--- config.mk ---
export PLATFORM = sky130hd
export DESIGN_NAME = pev_seq
export DESIGN_NICKNAME = d
export VERILOG_FILES = /design/src/rtl/pev_pkg.sv /design/src/rtl/pev_seq.sv
export VERILOG_INCLUDE_DIRS = /design/src /design/src/rtl
export SDC_FILE = /design/constraint.sdc
export NUM_CORES = 1
export LEC_CHECK = 0
export ABC_AREA = 0
export BUFFER_PORTS_ARGS = -buffer_cell sky130_fd_sc_hd__buf_2
export CAP_MARGIN = 15
export CORE_AREA = 2 2 39 41
export CTS_CLUSTER_SIZE = 24
export DETAILED_ROUTE_END_ITERATION = 10
export DIE_AREA = 0 0 41 43
export PLACE_DENSITY_LB_ADDON = 0.3
export REMOVE_ABC_BUFFERS = 1
export SYNTH_ARGS = -nofsm -noshare
export SYNTH_HDL_FRONTEND = slang
export SYNTH_SLANG_ARGS = --single-unit
--- constraint.sdc ---
create_clock -name clk -period 3 [get_ports clk]
set_clock_uncertainty 0.2 [all_clocks]
set_input_delay 0.3 -clock clk [delete_from_list [all_inputs] [get_ports clk]]
set_output_delay 0.3 -clock clk [all_outputs]
set_load 0.05 [all_outputs]
--- src/rtl/polynomial_eval_with_derivative_unit_macros.svh ---
// Assertion macros for the polynomial evaluator.
// Included by modules that check their own sequencing; needs clk and rst_n in scope.
`ifndef POLYNOMIAL_EVAL_WITH_DERIVATIVE_UNIT_MACROS_SVH
`define POLYNOMIAL_EVAL_WITH_DERIVATIVE_UNIT_MACROS_SVH

`ifndef SYNTH
`define PEV_ASSERT_IMP(lbl, pre, post) \
  lbl: assert property (@(posedge clk) disable iff (!rst_n) (pre) |-> (post)) \
    else $error("pev check failed");
`define PEV_ASSERT_NXT(lbl, pre, post) \
  lbl: assert property (@(posedge clk) disable iff (!rst_n) (pre) |=> (post)) \
    else $error("pev check failed");
`else
`define PEV_ASSERT_IMP(lbl, pre, post)
`define PEV_ASSERT_NXT(lbl, pre, post)
`endif

`endif

--- src/rtl/pev_pkg.sv ---
// Shared types, constants, microcode and saturating arithmetic helpers
// for the polynomial evaluator. No dependencies.
package pev_pkg;

  localparam int DATA_W    = 32;
  localparam int FRAC_W    = 16;
  localparam int DEG_W     = 3;
  localparam int REG_IDX_W = 3;
  localparam int STEP_W    = 3;
  localparam int WIDE_W    = 64;

  localparam logic signed [WIDE_W-1:0] S32_MAX_W = 64'sh0000_0000_7FFF_FFFF;
  localparam logic signed [WIDE_W-1:0] S32_MIN_W = 64'shFFFF_FFFF_8000_0000;
  localparam logic signed [DATA_W-1:0] S32_MAX   = 32'sh7FFF_FFFF;
  localparam logic signed [DATA_W-1:0] S32_MIN   = 32'sh8000_0000;

  typedef logic [STEP_W-1:0] step_t;

  typedef enum logic [2:0] {
    OP_LOAD,
    OP_INIT,
    OP_MUL,
    OP_ADD,
    OP_EMIT
  } uop_t;

  typedef enum logic [2:0] {
    COND_NEVER,
    COND_NO_REQ,
    COND_IDX_ZERO,
    COND_IDX_NZ,
    COND_OUT_BUSY
  } ucond_t;

  typedef struct packed {
    uop_t   op;
    ucond_t cond;
    step_t  jump;
    step_t  next;
  } uword_t;

  typedef struct packed {
    logic req;
    logic idx_zero;
    logic out_busy;
  } dp_status_t;

  typedef struct packed {
    logic signed [DATA_W-1:0] val;
    logic                     sat;
  } sat_res_t;

  localparam step_t ST_WAIT = 3'd0;
  localparam step_t ST_INIT = 3'd1;
  localparam step_t ST_MUL  = 3'd2;
  localparam step_t ST_ADD  = 3'd3;
  localparam step_t ST_EMIT = 3'd4;

  function automatic uword_t ucode(input step_t s);
    uword_t w;
    unique case (s)
      ST_WAIT: w = '{op: OP_LOAD, cond: COND_NO_REQ,   jump: ST_WAIT, next: ST_INIT};
      ST_INIT: w = '{op: OP_INIT, cond: COND_IDX_ZERO, jump: ST_EMIT, next: ST_MUL};
      ST_MUL:  w = '{op: OP_MUL,  cond: COND_NEVER,    jump: ST_WAIT, next: ST_ADD};
      ST_ADD:  w = '{op: OP_ADD,  cond: COND_IDX_NZ,   jump: ST_MUL,  next: ST_EMIT};
      ST_EMIT: w = '{op: OP_EMIT, cond: COND_OUT_BUSY, jump: ST_EMIT, next: ST_WAIT};
      default: w = '{op: OP_LOAD, cond: COND_NO_REQ,   jump: ST_WAIT, next: ST_INIT};
    endcase
    return w;
  endfunction

  function automatic sat_res_t sat_wide(input logic signed [WIDE_W-1:0] v);
    sat_res_t r;
    if (v > S32_MAX_W) begin
      r.val = S32_MAX;
      r.sat = 1'b1;
    end else if (v < S32_MIN_W) begin
      r.val = S32_MIN;
      r.sat = 1'b1;
    end else begin
      r.val = v[DATA_W-1:0];
      r.sat = 1'b0;
    end
    return r;
  endfunction

  function automatic sat_res_t mul_q16(input logic signed [DATA_W-1:0] a,
                                       input logic signed [DATA_W-1:0] b);
    logic signed [WIDE_W-1:0] p;
    p = a * b;
    return sat_wide(p >>> FRAC_W);
  endfunction

  function automatic sat_res_t add_sat(input logic signed [DATA_W-1:0] a,
                                       input logic signed [DATA_W-1:0] b);
    logic signed [WIDE_W-1:0] s;
    s = WIDE_W'(a) + WIDE_W'(b);
    return sat_wide(s);
  endfunction

endpackage

--- src/rtl/pev_seq.sv ---
// Microcode sequencer: step counter, control store lookup and branch logic.
// Depends on pev_pkg and the assertion macro header.
`include "polynomial_eval_with_derivative_unit_macros.svh"

module pev_seq (
  input  logic                clk,
  input  logic                rst_n,
  input  pev_pkg::dp_status_t sts,
  output pev_pkg::uword_t     ctrl
);

  pev_pkg::step_t step_r;
  pev_pkg::step_t step_nxt;
  logic           take;

  assign ctrl = pev_pkg::ucode(step_r);

  always_comb begin
    unique case (ctrl.cond)
      pev_pkg::COND_NEVER:    take = 1'b0;
      pev_pkg::COND_NO_REQ:   take = !sts.req;
      pev_pkg::COND_IDX_ZERO: take = sts.idx_zero;
      pev_pkg::COND_IDX_NZ:   take = !sts.idx_zero;
      pev_pkg::COND_OUT_BUSY: take = sts.out_busy;
      default:                take = 1'b0;
    endcase
    step_nxt = take ? ctrl.jump : ctrl.next;
  end

  always_ff @(posedge clk) begin
    if (!rst_n) begin
      step_r <= pev_pkg::ST_WAIT;
    end else begin
      step_r <= step_nxt;
    end
  end

  `PEV_ASSERT_NXT(a_accept_inits, ctrl.op == pev_pkg::OP_LOAD && sts.req, ctrl.op == pev_pkg::OP_INIT)
  `PEV_ASSERT_NXT(a_mul_then_add, ctrl.op == pev_pkg::OP_MUL, ctrl.op == pev_pkg::OP_ADD)
  `PEV_ASSERT_NXT(a_emit_returns, ctrl.op == pev_pkg::OP_EMIT && !sts.out_busy, ctrl.op == pev_pkg::OP_LOAD)

endmodule

== Word-level counts from Yosys, hierarchy flattened ==
Cells that the tools add are included.

* Order comparisons: 0
* Mux-type cells: 3
* Shifts and indexed selects: 0
* Multiply operators: 0
* Divide/modulo/power cells: 0
* $add $sub $neg: 0
* Reduce and logical (&&, ||, !) cells: 2
* Equality and inequality tests: 8
* Bitwise gates (word level): 0

{| class="wikitable"
|+ Operator list
! kind !! number
|-
| 12-bit case mux with 4 select lines || 1
|-
| 3-bit by 2-bit == test with 1-bit output, second input constant || 4
|-
| 3-bit by 1-bit == test with 1-bit output, second input constant || 2
|-
| 3-bit == test, second input constant || 2
|-
| 1-bit case mux with 4 select lines || 1
|-
| 3-bit 2-to-1 mux || 1
|-
| 1-bit zero test || 2
|}

* Memories kept: 0
* ROM bits: 0
* Flip-flop bits (word level): 3
* Bits in latches: 0
* Output and inout port bits: 12
* Memory bits (writable): 0
* Logic and storage cells: 14

== Depth between registers and ports, before layout ==
* Word-level depth: 5
* Gate-level depth with buffers: 4
* Depth with buffers taken out: 3

== Worst setup path before layout ==
Ideal clock, no wire load.

* Path kind: register -> output
* From: reg step_r[1]
* To: out ctrl[4] in the netlist's numbering
* Slack: 467 ps
* Required time: 2500 ps
* Buffers on the path: 1
* Arrival: 2033 ps
* Stages on the path, launching flop included: 4
* Cells stage by stage: dfxtp_1 -> nor2b_1 -> and2_1 -> buf_4

{| class="wikitable"
|+ RTL lines
! item !! RTL line !! text
|-
| start: declaration || pev_seq.sv:12 || <nowiki>pev_pkg::step_t step_r;</nowiki>
|-
| start signal: assignment || pev_seq.sv:32 || <nowiki>step_r <= pev_pkg::ST_WAIT;</nowiki>
|-
| start signal: assignment || pev_seq.sv:34 || <nowiki>step_r <= step_nxt;</nowiki>
|-
| end: declaration || pev_seq.sv:9 || <nowiki>output pev_pkg::uword_t ctrl</nowiki>
|}

==> results by group <==
Pwr
  • Tot Pwr: 0.210 mW
  • Power density cells: 702 nW/um2
  • Pleak: 0.156 nW
  • VDD IR max: 0.000202 V

Synthesis
  • Synth Instances: 31
  • Commonest cells post-synth: a21oi_1, buf_4, nor2_1
  • Synth Register Bits: 3
  • Synth top area cells: dfxtp_1, buf_4, a21oi_1, nor2_1, nand2b_1
  • Yosys Warn Count: 0
  • Synth async-reset ratio: 0
  • Seq/Total Area, Yosys: 0.282
  • Netlist cell types: 16
  • Syn avg cell area: 6.86 um2
  • Netlist Area Pre-Place: 213 um2
  • EDFF count, synth: 0
  • Predominant post-synthesis flop cell: dfxtp_1
  • Leading area contributor after synthesis: dfxtp_1
  • Top cell type's share of synthesized area: 0.282

STA
  • RSZ-0062 raised after global routing: no
  • Max Fclk: 0.548 GHz
  • Final setup viols: 0
  • Fin. max-slew vios: 0
  • Final WS setup: 1.18 ns
  • Post-layout min period: 1.82 ns
  • Final Hold Fails: 0
  • Setup tns final: 0 ns
  • Part of the cycle the worst path needs: 0.608

Floorplan
  • Die height: 43 um
  • Starting density of the core: 0.154
  • Row count: 14
  • Die W: 41 um
  • Total I/O pin count: 17
  • Die ar.: 1760 um2
  • Area of the core: 1380 um2

Hold path
  • Hold Startpoint: sts[1]
  • Hold EP: step_r[1]
  • Hold Path Cell Cnt: 2
  • Hold Crit Class: in2reg

Setup path
  • WP data required: 2.50 ns
  • Critical Path Source Type: flip-flop
  • R2R depth: 3
  • Setup crit end kind: output port
  • Crit Path Class: reg2out
  • R2R setup slack: 1.86 ns
  • Reg2reg start: step_r[2]
  • R2r endpoint: step_r[0]
  • Peak fanout along the critical path: 8
  • CP Data Arrival Time: 1.32 ns

Place
  • Buffers on Ports: 15
  • Detail Placement HPWL: 404 um
  • Placed Instances: 57
  • Post-Place Worst Slack: 1.42 ns
  • GP Congestion: 0.665

Clock network
  • Clk sinks: 3
  • Number of CTS-inserted buffers: 3
  • CTS resizes: 0
  • H-tree lvl count: 1
  • Hold-fix buffers, CTS: 0
  • CTS tree: built
  • Post-CTS setup buffer count: 0
  • Worst-Skew Late Latency: 0.23 ns
  • Clock tree buffer depth: 2
  • Root Driver: clkbuf_4
  • CTS clk-pin slew, worst paths: 0.04 ns

Final layout
  • Share of layout cells above drive strength 1: 0.422
  • Layout area overhead: 40.6%
  • Core Util, Final: 0.216
  • Leading registers by flop count: step_r (3)
  • Most flop-heavy register: step_r
  • Max FFs per register: 3
  • Post-layout nets: 51
  • Non-Filler Instances: 61
  • # diodes: 0

Global route
  • GRT Total Usage: 0.0671
  • Largest net degree at the start of global routing: 9
  • First-pass GRT wire length: 731 um
  • Initial antenna violation count: 0
  • Vias in the first global route: 187
  • Global route overflow: 0

Route
  • Initial drt markers: 7
  • DR pass1 iterations: 4
  • Final wirelength: 502 um
  • Routed len/inst: 8.23 um
  • Via count: 223
  • Post-DRT Antenna Nets: 0
  • Vias per std cell: 3.66
  • Post-route DRC: 0

Run
  • Max-Cap Viols: 0

Status
  • Outcome: finished, final reports clean
==> power by group <==
part	switching [mW]	internal, mW	leakage [nW]	total (mW)
combinational	0.0702	0.0200	0.117	0.0902
sequential	0.00555	0.0434	0.0247	0.0490
clock	0.0208	0.0498	0.0150	0.0707
total	0.0966	0.113	0.156	0.210
==> layer usage <==
metal	part of all wire	global-route usage	wire, um
met1	0.48	0.0767	242
met4	0	0.0600	0
met2	0.40	0.0781	203
met3	0.11	0.0471	56
met5	0	0	0
==> critical path, stage by stage, from the launching register on <==
cell      delay [ns]
dfxtp_1         0.43
nand2b_1        0.18
a21oi_1         0.09
a21oi_1         0.11
buf_2           0.27
==> stage by stage <==
stage          instance area, um2  hold slack, ns
5_1_grt                       299          0.0726
6_report                      299          0.0774
2_1_floorplan                 178           0.205
3_5_place_dp                  273           0.325
3_3_place_gp                  273           0.321
4_1_cts                       299          0.0766
==> final cells by class <==
| class | instances | area, um2 |
|---|---|---|
| timing repair buffer | 15 | 75.1 |
| fill | 171 | 1080 |
| multi-input combinational | 19 | 103 |
| sequential | 3 | 60.1 |
| tap | 16 | 20.0 |
| clock buffer | 4 | 26.3 |
| inverter | 4 | 15.0 |
==> placed cells by master (no fill, tap or decap), types with 2 or more instances in the layout <==
cell type  instances
buf_2             15
nand2b_1           2
nor2_1             4
clkbuf_4           3
nand3_1            2
inv_1              3
a21oi_1            4
dfxtp_1            3
==> how the worst max path moves through the flow <==
stage / startpoint / slack [ns] / cells after the start / end
2_1_floorplan: step_r[0] / 0.07 / 3 / ctrl[0]
3_3_place_gp: step_r[2] / 1.44 / 4 / ctrl[6]
3_5_place_dp: step_r[0] / 1.42 / 4 / ctrl[6]
4_1_cts: step_r[0] / 1.16 / 4 / ctrl[6]
5_1_grt: step_r[0] / 1.05 / 4 / ctrl[6]
6_report: step_r[0] / 1.18 / 4 / ctrl[6]
==> cells by family after synthesis <==
family                 Yosys count  share of synthesized area
AO/OA/AOI/OAI                    6                      0.165
XOR/XNOR                         1                     0.0412
buffers and inverters            9                      0.235
flip-flops                       3                      0.282
other                            1                     0.0176
AND/OR/NAND/NOR                 11                      0.259
Power figures use the tool's default switching activity.
